==> src/rtl/core/ccp_pkg.sv <==
// Shared types and constants for the three-point circumcircle datapath.
package ccp_pkg;

    localparam int QUEUE_DEPTH_DEF = 4;
    localparam int NUM_W = 58;
    localparam int DEN_W = 34;
    localparam int QUO_W = 32;
    localparam int SQRT_STEPS = 32;

    typedef struct packed {
        logic signed [15:0] ax;
        logic signed [15:0] ay;
        logic [31:0]        sa;
        logic signed [34:0] det;
        logic signed [50:0] nx;
        logic signed [50:0] ny;
        logic               col;
    } ccp_item_t;

endpackage

==> src/rtl/core/ccp_queue.sv <==
// Short FIFO between front end and back end.
module ccp_queue #(
    parameter int DEPTH = ccp_pkg::QUEUE_DEPTH_DEF
) (
    input  logic               clk,
    input  logic               rst_n,
    input  logic               push,
    input  ccp_pkg::ccp_item_t push_item,
    input  logic               pop,
    output logic               full,
    output logic               nonempty,
    output ccp_pkg::ccp_item_t head
);

    localparam int PW = (DEPTH > 1) ? $clog2(DEPTH) : 1;
    localparam int CW = $clog2(DEPTH + 1);

    ccp_pkg::ccp_item_t mem_reg [0:DEPTH-1];
    logic [PW-1:0] wr_reg, wr_next, rd_reg, rd_next;
    logic [CW-1:0] cnt_reg, cnt_next;

    assign full     = (cnt_reg == CW'(DEPTH));
    assign nonempty = (cnt_reg != '0);
    assign head     = mem_reg[rd_reg];

    always_comb
    begin
        wr_next  = wr_reg;
        rd_next  = rd_reg;
        cnt_next = cnt_reg;
        if (push)
        begin
            wr_next = (wr_reg == PW'(DEPTH - 1)) ? '0 : wr_reg + 1'b1;
        end
        if (pop)
        begin
            rd_next = (rd_reg == PW'(DEPTH - 1)) ? '0 : rd_reg + 1'b1;
        end
        if (push && !pop)
        begin
            cnt_next = cnt_reg + 1'b1;
        end
        else if (pop && !push)
        begin
            cnt_next = cnt_reg - 1'b1;
        end
    end

    always_ff @(posedge clk or negedge rst_n)
    begin
        if (!rst_n)
        begin
            wr_reg  <= '0;
            rd_reg  <= '0;
            cnt_reg <= '0;
        end
        else
        begin
            wr_reg  <= wr_next;
            rd_reg  <= rd_next;
            cnt_reg <= cnt_next;
        end
    end

    always_ff @(posedge clk)
    begin
        if (push)
        begin
            mem_reg[wr_reg] <= push_item;
        end
    end

endmodule

==> config.mk <==
export PLATFORM = sky130hd
export DESIGN_NAME = ccp_queue
export DESIGN_NICKNAME = d
export VERILOG_FILES = /design/src/rtl/core/ccp_pkg.sv /design/src/rtl/core/ccp_queue.sv
export SDC_FILE = /design/constraint.sdc
export NUM_CORES = 1
export LEC_CHECK = 0
export ABC_AREA = 1
export BUFFER_PORTS_ARGS = -buffer_cell sky130_fd_sc_hd__buf_2
export CORE_UTILIZATION = 45
export DETAILED_ROUTE_END_ITERATION = 8
export PLACE_DENSITY_LB_ADDON = 0.15
export SYNTH_ARGS = -nofsm -noshare
export SYNTH_HDL_FRONTEND = slang
export SYNTH_SLANG_ARGS = --single-unit
==> constraint.sdc <==
create_clock -name clk -period 16.3 [get_ports clk]
set_clock_uncertainty 0.15 [all_clocks]
set_input_delay 4.89 -clock clk [delete_from_list [all_inputs] [get_ports clk]]
set_output_delay 4.89 -clock clk [all_outputs]
set_load 0.05 [all_outputs]
---- Yosys cells after proc, flatten, opt, wreduce, memory -nomap -nowiden ----
Memories as Yosys holds them, arrays and structs flattened.
Index checks and enable logic that the tools add are counted.
word-level totals
  flip-flop bits (word level) ............. 7
  bits in writable memories ............... 808
  input port bits ......................... 206
  output and inout port bits .............. 204
  logic and storage cells ................. 23
  memories ................................ 1
memories
  memory   words  width  read ports  clocked after Yosys merged registers in  wr ports  line             source
  mem_reg  4      202    1           0                                        1         ccp_queue.sv:18  ccp_pkg::ccp_item_t mem_reg [0:DEPTH-1];
operators by class
  add/subtract/negate cells ............... 4
  eq/ne operators ......................... 3
  muxes and demuxes ....................... 6
  reduce and logical (&&, ||, !) cells .... 6
operators with widths
  operator             count
  $mux 3               2
  $add 2x1->2 const B  2
  $eq 2x2->1 const B   2
  $mux 2               2
  $add 3x1->3 const B  1
  $eq 3x3->1 const B   1
  $reduce_bool 3->1    1
  $sub 3x1->3 const B  1
  $logic_and 1x1->1    2
  $logic_not 1->1      2
  $mux 1               2
  $reduce_bool 2->1    1

---- Depth between registers and ports, before layout ----
Gate-level depths: netlist of run 1.
  word-level depth ........................ 4
  depth in mapped cells ................... 9
  gate-level depth less buffers ........... 9

---- Least setup slack after synthesis of run 1 ----
OpenSTA, ideal clock, no wires.
  kind .................................... input to register
  from .................................... in push
  to ...................................... mem mem_reg[3][0] (netlist name), enable pin
  setup time .............................. 554 ps
  arrival time ............................ 8815 ps
  data required time ...................... 15596 ps
  path slack .............................. 6781 ps
  stages .................................. 2
  path buffers ............................ 0
  path through ............................ nand2_1 > inv_1
on the way
  word-level cells in the longest chain between the ends .. 2
RTL lines
  element                       line             source
  start, declared               ccp_queue.sv:7   input logic push,
  $mux 1                        ccp_queue.sv:67  if (push)
  $mux 1 (not written as such)  ccp_queue.sv:69  mem_reg[wr_reg] <= push_item;
  end, declared                 ccp_queue.sv:18
No other way between the ends.

==> results.md, run 1 <==
- Outcome: completed
- WL/cell: 18.7 µm
- Post-CTS setup buffer count: 0
- Max FO, Critical Path: 200
- P_leak: 15.0 nW
- Area fraction of the dominant cell type after synthesis: 0.754
- Slew headroom: 0.237
- Clock transition at the registers of the reported paths: 0.06 ns
- Crit end category: primary output
- Post-synth top area cell: edfxtp_1
- Io pins: 410
- Highest Signal Layer: met5
- Top cells by area, synth: edfxtp_1 75%, o211ai_1 9.4%, nand2_1 7.3%
- Yosys warning count: 0
- Final-report hold violation count: 0
- TritonCTS Sinks: 815
- Final TNS setup: 0 ns
- CTS tree: done
- Site Rows: 97
- Commonest non-fill, non-tap cell in the layout: edfxtp_1
- Cell Chain, Critical Path: inv_8 -> buf_4 -> buf_4 -> o211ai_1 -> nand2_1 -> buf_2
- DR vias/cell: 4.98
- CP Data Required Time: 11.26 ns
- Critical Path Source Type: flip-flop
- Layout cell share with drive strength beyond 1: 0.191
- Initial DRC Count: 1,165
- Starting density of the core: 0.457
- Largest net degree at the start of global routing: 201
- Hold_buf cts: 0
- Area Overhead vs Synth: 16.6%
- Global-route wire length before repair: 110,000 µm
- Post-synthesis cell type count: 17
- Syn_area_per_cell: 13.4 µm²
- Initial antenna violation count: 28
- RSZ-0062 raised after global routing: no
- CP arrival: 4.28 ns
- Peak Freq: 107 MHz
- Most frequent cells in the layout: 808 x edfxtp_1, 623 x nand2_1, 411 x inv_1
- Post-Route M1 WL: 29,700 µm
- Routed wl met2: 34,800 µm
- Kind of critical path: reg2out
- Worst min path class: reg2reg
- Post-synthesis sequential area ratio: 0.759
- Final GP Congestion: 0.767
- Vias in the first global route: 18.7k
- Max reg flops: 808
- Crit-path max cell delay: 0.94 ns
- Wire length on met3: 4860 µm
- Residual DRC: 0
- Final slew viol count: 0
- Cell Pwr Density: 202 nW/µm²
- Period minus WS final: 9.32 ns
- Crit-path most repeated cell: buf_4
- #FFs+latches synth: 815
- Fin worst setup slack: 6.98 ns
- Nets: 3,004
- HPWL after DPL: 41,400 µm
- Width of the die: 269 µm
- Clk_lat worst skew: 0.61 ns
- Number of nets with antenna violations after routing: 0
- Final WL: 71,000 µm
- Least-Margin Pin Slew: 1.14 ns
- Synthesized Nets: 2,623
- Placement Setup Slack: 7.53 ns
- CTS Buf Count: 85
- TritonRoute pass-1 iters: 5
- Setup-failing EPs final: 0
- Vias: 19.0k
- All-layer global routing usage: 0.196
- # fillers: 5,938
- CP max stage cell: buf_4
- Peak supply drop: 0.000242 V
- Max Cap Viol: 0
- Grt ovf: 0
- Tcrit/Tclk final: 0.572
- Die height: 269 µm
- Full die area: 72,600 µm²
- CTS H-Tree Depth: 3
- Cts repair resizes: 0
- Port buffer count: 409
- Area of the core: 70,400 µm²
- Synthesized area: 32,200 µm²
- Clock root buffer: clkbuf_16
- Syn Inst Count: 2,410
- CTS max path bufs: 3
==> stage by stage <==
| step | std cells | instance area (µm²) | util | power, W | hold slack (ns) |
|---|---|---|---|---|---|
| 2_1_floorplan | 2410 | 32200 | - | 0.00516 | 0.292 |
| 3_3_place_gp | 3644 | 34900 | 0.496 | 0.00585 | 0.304 |
| 3_5_place_dp | 3644 | 34900 | 0.496 | 0.00588 | 0.319 |
| 4_1_cts | 3793 | 37500 | 0.533 | 0.00768 | 0.338 |
| 5_1_grt | 3801 | 37500 | 0.533 | 0.00796 | 0.364 |
| 6_report | 3808 | 37500 | 0.533 | 0.00758 | 0.338 |
==> cell type report <==
class	instances	area, µm²	area share
flip-flops and latches	815	24400	0.651
multi-input cells	1044	5520	0.147
clock buffers	107	2230	0.0594
repair buffers	428	2190	0.0583
inverters	417	1610	0.0428
well taps	940	1180	0.0313
clock inverters	42	332	0.00883
diodes	15	37.5	0.00100
==> final timing paths <==
path                       cells after the start                         to              startpoint  slack, ns
max in group asynchronous                      1      rd_reg[1]$_DFFE_PN0P_                   rst_n      11.86
setup reg to reg                               6  mem_reg[0][129]$_DFFE_PP_   wr_reg[0]$_DFFE_PN0P_      12.46
hold / removal                                 2     cnt_reg[2]$_DFFE_PN0P_  cnt_reg[2]$_DFFE_PN0P_       0.34
hold reg to reg                                2     cnt_reg[2]$_DFFE_PN0P_  cnt_reg[2]$_DFFE_PN0P_       0.34
min in group asynchronous                      1      wr_reg[0]$_DFFE_PN0P_                   rst_n       3.95
setup / recovery                               6                   head[83]   rd_reg[0]$_DFFE_PN0P_       6.98
==> synthesized netlist by cell type <==
| library cell | number |
|---|---|
| buf_2 | 120 |
| nand2_1 | 623 |
| ha_1 | 6 |
| nand4_1 | 1 |
| dfrtp_1 | 7 |
| nand3_1 | 1 |
| o21ai_0 | 4 |
| fa_1 | 1 |
| inv_1 | 415 |
| clkbuf_1 | 12 |
| o211ai_1 | 404 |
| buf_6 | 2 |
| inv_2 | 2 |
| nor2_1 | 2 |
| edfxtp_1 | 808 |
| nor3_1 | 1 |
| xnor2_1 | 1 |
==> kinds of logic (layout without fill, tap and decap cells) <==
kind of cell | count (synthesis) | in the layout | synth area share
flops | 815 | 815 | 0.759
simple gates | 628 | 628 | 0.0734
buf+inv | 551 | 994 | 0.0694
compound gates | 408 | 408 | 0.0948
fa+ha+maj | 7 | 7 | 0.00295
xor+xnor | 1 | 1 | 0.000272
other cells | 0 | 15 | 0
==> power by group <==
group | internal (W) | switching (W)
registers | 0.00269 | 0.0000841
clock network | 0.00103 | 0.000760
logic | 0.000608 | 0.00241
==> critical path, delay by kind of cell, from the launching register on <==
family          cells  cell delay [ns]
flops               1             0.46
buf+inv             4             2.63
compound gates      1             0.28
simple gates        1             0.13
==> per-layer routing <==
layer | up-vias | GRT usage
li1 | 9256 | -
met5 | - | 0
met2 | 410 | 0.323
met3 | 129 | 0.0555
met4 | 32 | 0.0631
met1 | 9153 | 0.251
(Power assumes the default switching activity.)
==> run 2, diff against run 1 <==
--- a/config.mk
+++ b/config.mk
@@ -5,7 +5,7 @@
 export SDC_FILE = /design/constraint.sdc
 export NUM_CORES = 1
 export LEC_CHECK = 0
-export ABC_AREA = 1
+export ABC_AREA = 0
 export BUFFER_PORTS_ARGS = -buffer_cell sky130_fd_sc_hd__buf_2
 export CORE_UTILIZATION = 45
 export DETAILED_ROUTE_END_ITERATION = 8
==> constraint.sdc (replaced) <==
create_clock -name clk -period 8.2 [get_ports clk]
set_clock_uncertainty 0.15 [all_clocks]
set_input_delay 2.46 -clock clk [delete_from_list [all_inputs] [get_ports clk]]
set_output_delay 2.46 -clock clk [all_outputs]
set_load 0.05 [all_outputs]
==> run 2 against run 1 <==
Final cell count is 35% lower. Synthesized area is 8.1% lower. First-iteration DRC count is 36% lower. Register-to-register slack worse by 6.9 ns. Critical path depth is 3 lower. Count of clock-buffer cells in the layout is 2 lower. Routed wire length is 19% lower. Hold slack better by 0.010 ns. Largest power group is now registers. Critical endpoint is now head[72].
==> results.md, run 2 <==
- Placed insts: 2,326 (-36%)
- Clock root buffer: clkbuf_16
- Syn_area_per_cell: 27.1 µm² (+100%)
- Post-route cell area: 35,200 µm² (-6.3%)
- Starting density of the core: 0.457 (about the same)
- RSZ-0062 raised after global routing: no
- Top cells by area, synth: edfxtp_1 82%, mux4_2 15%, buf_6 0.72%
- Clock transition at the registers of the reported paths: 0.05 ns (about the same)
- Vias: 13.0k (-31%)
- Nets: 1,770 (-41%)
- Post-CTS setup buffer count: 0 (unchanged)
- Layout cell share with drive strength beyond 1: 0.462 (+0.271)
- CTS Buf Count: 84 (-1.2%)
- Seq. cell area: 24,400 µm² (about the same)
- Max Cap Viol: 0 (unchanged)
- Slew headroom: 0.327 (+0.0899)
- Multi-input gate area: 4780 µm² (-13%)
- Grt ovf: 0 (unchanged)
- Number of nets with antenna violations after routing: 0 (unchanged)
- HPWL after DPL: 34,300 µm (-17%)
- Peak supply drop: 0.000256 V (+5.8%)
- Commonest non-fill, non-tap cell in the layout: edfxtp_1
- Clk_lat worst skew: 0.61 ns (about the same)
- CP max stage cell: dfrtp_4
- Crit path max-delay family: flip-flops
- Kind of critical path: reg2out
- TritonCTS Sinks: 815 (unchanged)
- Setup-failing EPs final: 0 (unchanged)
- Final TNS setup: 0 ns (unchanged)
- Final GP Congestion: 0.719 (-6.3%)
- Global-route wire length before repair: 86,100 µm (-21%)
- Yosys warning count: 0 (unchanged)
- Least-Margin Pin Slew: 1.01 ns (-0.135 ns)
- Post-synthesis sequential area ratio: 0.826 (+0.0673)
- Full die area: 66,700 µm² (-8.1%)
- CTS H-Tree Depth: 3 (unchanged)
- Final WL: 57,700 µm (-19%)
- TritonRoute pass-1 iters: 6 (+1)
- WL/cell: 23.2 µm (+24%)
- Most common cell in the netlist: edfxtp_1
- Crit end category: primary output
- CP Data Required Time: 5.59 ns (-5.67 ns)
- Initial antenna violation count: 18 (-36%)
- Area Overhead vs Synth: 19.0%
- Largest net degree at the start of global routing: 106 (-47%)
- Outcome: completed
- CTS max path bufs: 3 (unchanged)
- # fillers: 5,006 (-16%)
- Max FO, Critical Path: 89 (-56%)
- Final-report hold violation count: 0 (unchanged)
- Placed Area: 32,600 µm² (-6.8%)
- Hold slack final: 0.348 ns (+0.0100 ns)
- P_leak: 11.9 nW (-21%)
- Final slew viol count: 0 (unchanged)
- Vias in the first global route: 13.8k (-26%)
- Die height: 258 µm (-4.1%)
- Most frequent cells in the layout: 808 x edfxtp_1, 409 x buf_2, 202 x mux4_2
- Worst min path class: reg2reg
- Post-synth top area cell: edfxtp_1
- Max reg flops: 808 (unchanged)
- Synthesized area: 29,600 µm² (-8.1%)
- Area of the core: 64,700 µm² (-8.1%)
- Tcrit/Tclk final: 0.707
- Io pins: 410 (unchanged)
- Peak Freq: 173 MHz
- Top cells by count, synth: 808 x edfxtp_1, 202 x mux4_2, 23 x buf_2
- Site Rows: 93 (-4.1%)
- Cell Pwr Density: 411 nW/µm² (+100%)
- Critical Path Source Type: flip-flop
- Cts repair resizes: 0 (unchanged)
- Initial DRC Count: 751 (-36%)
- Crit-path max cell delay: 0.95 ns (about the same)
- Syn Inst Count: 1,093 (-55%)
- Port buffer count: 409 (unchanged)
- CP arrival: 3.18 ns (-1.10 ns)
- CTS tree: done
- Area fraction of the dominant cell type after synthesis: 0.821 (+0.0668)
- Final non-filler cell total: 2,486 (-35%)
- Period minus WS final: 5.79 ns
- Power, Total: 0.0145 W (+91%)
- DR vias/cell: 5.24 (+5.1%)
- Hold_buf cts: 0 (unchanged)
- Synthesized Nets: 1,306 (-50%)
- Post-synth EDFFs: 808 (unchanged)
- #FFs+latches synth: 815 (unchanged)
- Width of the die: 258 µm (-4.1%)
- Share of flip-flops with an asynchronous set or reset: 0.00859 (unchanged)
- Worst path bufs/invs: 2 (-2)
- Post-synthesis cell type count: 18 (+1)
- Residual DRC: 0 (unchanged)
- Post-synth top flop: edfxtp_1
- Cell Chain, Critical Path: buf_12 -> mux4_2 -> buf_2
- All-layer global routing usage: 0.174 (-0.0221)
[run 2: worst paths after layout]
| check | from | to | slack (ns) | cells after the start |
|---|---|---|---|---|
| worst max-delay path | rd_reg[0]$_DFFE_PN0P_ | head[72] | 2.41 | 3 |
| worst min-delay path | cnt_reg[2]$_DFFE_PN0P_ | cnt_reg[2]$_DFFE_PN0P_ | 0.35 | 1 |
| worst max register to register | wr_reg[0]$_DFFE_PN0P_ | mem_reg[0][89]$_DFFE_PP_ | 5.53 | 4 |
| worst min register to register | cnt_reg[2]$_DFFE_PN0P_ | cnt_reg[2]$_DFFE_PN0P_ | 0.35 | 1 |
| max in group asynchronous | rst_n | rd_reg[0]$_DFFE_PN0P_ | 6.19 | 1 |
| min in group asynchronous | rst_n | cnt_reg[1]$_DFFE_PN0P_ | 1.53 | 1 |
[run 2: final cells by class]
| class | count | area share |
|---|---|---|
| Sequential cell | 815 | 0.695 |
| Multi-Input combinational cell | 228 | 0.136 |
| Timing Repair Buffer | 424 | 0.0639 |
| Clock buffer | 105 | 0.0638 |
| Tap cell | 855 | 0.0304 |
| Clock inverter | 48 | 0.0102 |
| Antenna cell | 7 | 0.000498 |
| Inverter | 4 | 0.000427 |
[run 2: report_power, final]
group / internal, W / switching, W / total [W]
combinational: 0.00154 / 0.00376 / 0.00530
sequential: 0.00534 / 0.000255 / 0.00559
clock: 0.00207 / 0.00150 / 0.00357
total: 0.00894 / 0.00552 / 0.0145
[run 2: per-layer routing]
layer,track usage,routed length (µm)
met1,0.227,23100
met2,0.271,27800
met3,0.0700,5380
met4,0.0526,1220
met5,0,158
[run 2: logic make-up after synthesis]
kind of cell	after synthesis	share of synthesized area
mux	205	0.155
buf+inv	50	0.0121
xor+xnor	3	0.000889
flops	815	0.826
compound gates	2	0.000339
fa+ha+maj	7	0.00322
simple gates	11	0.00195
[run 2: stage by stage]
step	setup WS, ns	util
2_1_floorplan	0.421	-
6_report	2.41	0.544
3_5_place_dp	2.91	0.503
3_3_place_gp	2.93	0.503
5_1_grt	2.14	0.544
4_1_cts	2.25	0.543
==> run 3, diff against run 2 <==
==> constraint.sdc (replaced) <==
create_clock -name clk -period 5.2 [get_ports clk]
set_clock_uncertainty 0.15 [all_clocks]
set_input_delay 1.56 -clock clk [delete_from_list [all_inputs] [get_ports clk]]
set_output_delay 1.56 -clock clk [all_outputs]
set_load 0.05 [all_outputs]
==> run 3 against run 2 <==
Sequential share of layout area decreased by 0.70 points. First-iteration DRC count increased by 2.7%. Sequential power increased by 56%. Largest cell class unchanged.
==> results.md, run 3 (synthesized netlist as in run 2, its figures left out) <==
- HPWL after DPL: 36,100 µm (+5.1%)
- Max FO, Critical Path: 26 (-71%)
- # fillers: 4,934 (-1.4%)
- Wire length on met3: 4640 µm (-14%)
- Tcrit/Tclk final: 0.854
- CP max stage cell: dfrtp_4
- WL/cell: 23.6 µm (+1.6%)
- Hold_buf cts: 0 (unchanged)
- Setup-failing EPs final: 0 (unchanged)
- Placement Setup Slack: 1.29 ns (-1.62 ns)
- Residual DRC: 0 (unchanged)
- Site Rows: 93 (unchanged)
- Cell Chain, Critical Path: buf_4 -> mux4_2 -> buf_2
- Most frequent cells in the layout: 808 x edfxtp_1, 409 x buf_2, 202 x mux4_2
- Peak Freq: 225 MHz
- CP arrival: 2.73 ns (-0.45 ns)
- TritonRoute pass-1 iters: 5 (-1)
- All-layer global routing usage: 0.179 (+0.00449)
- Nets: 1,787 (+0.96%)
- Least-Margin Pin Slew: 0.914 ns (-0.0952 ns)
- Post-CTS setup buffer count: 0 (unchanged)
- Cts repair resizes: 0 (unchanged)
- Full die area: 66,700 µm² (unchanged)
- Port buffer count: 409 (unchanged)
- CTS max path bufs: 3 (unchanged)
- Width of the die: 258 µm (unchanged)
- Final-report hold violation count: 0 (unchanged)
- Cell Pwr Density: 651 nW/µm² (+58%)
- Final TNS setup: 0 ns (unchanged)
- Worst Hold Depth: 1 (unchanged)
- Max Cap Viol: 0 (unchanged)
- Starting density of the core: 0.457 (unchanged)
- Slew headroom: 0.390 (+0.0635)
- Register-to-Register Path Depth: 4 (unchanged)
- Critical Path Source Type: flip-flop
- Commonest non-fill, non-tap cell in the layout: edfxtp_1
- Vias in the first global route: 14.1k (+1.9%)
- Layout cell share with drive strength beyond 1: 0.467 (+0.00525)
- Worst R2R Start: wr_reg[0]$_DFFE_PN0P_
- Clock transition at the registers of the reported paths: 0.06 ns (about the same)
- Area Overhead vs Synth: 20.2%
- Final GP Congestion: 0.750 (+4.4%)
- Initial antenna violation count: 14 (-4)
- Crit-path max cell delay: 0.75 ns (-0.20 ns)
- Clock root buffer: clkbuf_16
- Clk_lat worst skew: 0.62 ns (about the same)
- RSZ-0062 raised after global routing: no
- DR vias/cell: 5.25 (+0.14%)
- Post-route cell area: 35,500 µm² (+1.0%)
- Vias: 13.1k (+0.66%)
- Outcome: completed
- Area of the core: 64,700 µm² (unchanged)
- CP Data Required Time: 3.49 ns (-2.10 ns)
- Period minus WS final: 4.44 ns
- Highest Signal Layer: met5
- Largest net degree at the start of global routing: 78 (-26%)
- Hold_sp: cnt_reg[2]$_DFFE_PN0P_
- Number of nets with antenna violations after routing: 0 (unchanged)
- P_leak: 12.0 nW (+1.4%)
- Routed wl met2: 29,300 µm (+5.2%)
- Worst min path class: reg2reg
- Final slew viol count: 0 (unchanged)
- Crit end category: primary output
- Kind of critical path: reg2out
- Final WL: 59,000 µm (+2.2%)
- CTS tree: done
- Io pins: 410 (unchanged)
- Max reg flops: 808 (unchanged)
- Grt ovf: 0 (unchanged)
- CTS H-Tree Depth: 3 (unchanged)
- Critical Path Start: rd_reg[0]$_DFFE_PN0P_
- Post-Route M1 WL: 23,700 µm (+2.5%)
- Global-route wire length before repair: 88,200 µm (+2.4%)
- Initial DRC Count: 771 (+2.7%)
- Die height: 258 µm (unchanged)
- Peak supply drop: 0.000651 V (+150%)
- CTS Buf Count: 85 (+1.2%)
- Placed Area: 32,800 µm² (+0.83%)
- Fin worst setup slack: 0.759 ns (-1.65 ns)
- TritonCTS Sinks: 815 (unchanged)
-- run 3: changes by cell type in the layout (fill, tap and decap cells not counted), sizes merged --
cell	previous run	this run
bufinv	4	8
clkinvlp	5	3
clkbuf	105	104
diode	7	4
buf	424	440
clkinv	37	36
-- run 3: worst paths after layout --
check | endpoint | slack, ns
worst max-delay path | head[177] | 0.76
worst min-delay path | cnt_reg[2]$_DFFE_PN0P_ | 0.35
worst max register to register | mem_reg[2][91]$_DFFE_PP_ | 2.91
worst min register to register | cnt_reg[2]$_DFFE_PN0P_ | 0.35
max in group asynchronous | rd_reg[0]$_DFFE_PN0P_ | 4.04
min in group asynchronous | cnt_reg[0]$_DFFE_PN0P_ | 0.64
-- run 3: routing by layer --
metal	up-vias	global-route usage
met2	380	0.290
met5	-	0
li1	5739	-
met3	109	0.0604
met1	6863	0.230
met4	22	0.0514
-- run 3: worst max-delay path: cells and delay by family (launching register included) --
kind,cells,cell delay [ns]
flip-flops,1,0.75
buffers and inverters,2,0.75
multiplexers,1,0.59
-- run 3: area by class of cell --
type	instances	area, µm²	area share
sequential	815	24400	0.688
clock inverter	49	477	0.0134
antenna	4	10.0	0.000282
multi-input combinational	228	4780	0.135
inverter	4	15.0	0.000423
clock buffer	104	2220	0.0625
tap	855	1070	0.0301
timing repair buffer	440	2520	0.0708
-- run 3: report_power, final --
part           leakage, nW  switching, W  total (W)  internal (W)
registers             7.50      0.000335    0.00874       0.00841
clock network         1.31       0.00239    0.00582       0.00343
logic                 3.23       0.00604    0.00858       0.00253
total                 12.0       0.00876     0.0231        0.0144
-- run 3: stage by stage --
step                 util  hold WS [ns]  cells  power (W)
CTS                 0.549         0.347   2495     0.0235
global route        0.549         0.370   2497     0.0240
floorplan               -         0.299   1093     0.0156
global placement    0.507         0.317   2342     0.0176
detailed placement  0.507         0.324   2342     0.0177
finish              0.549         0.347   2499     0.0231
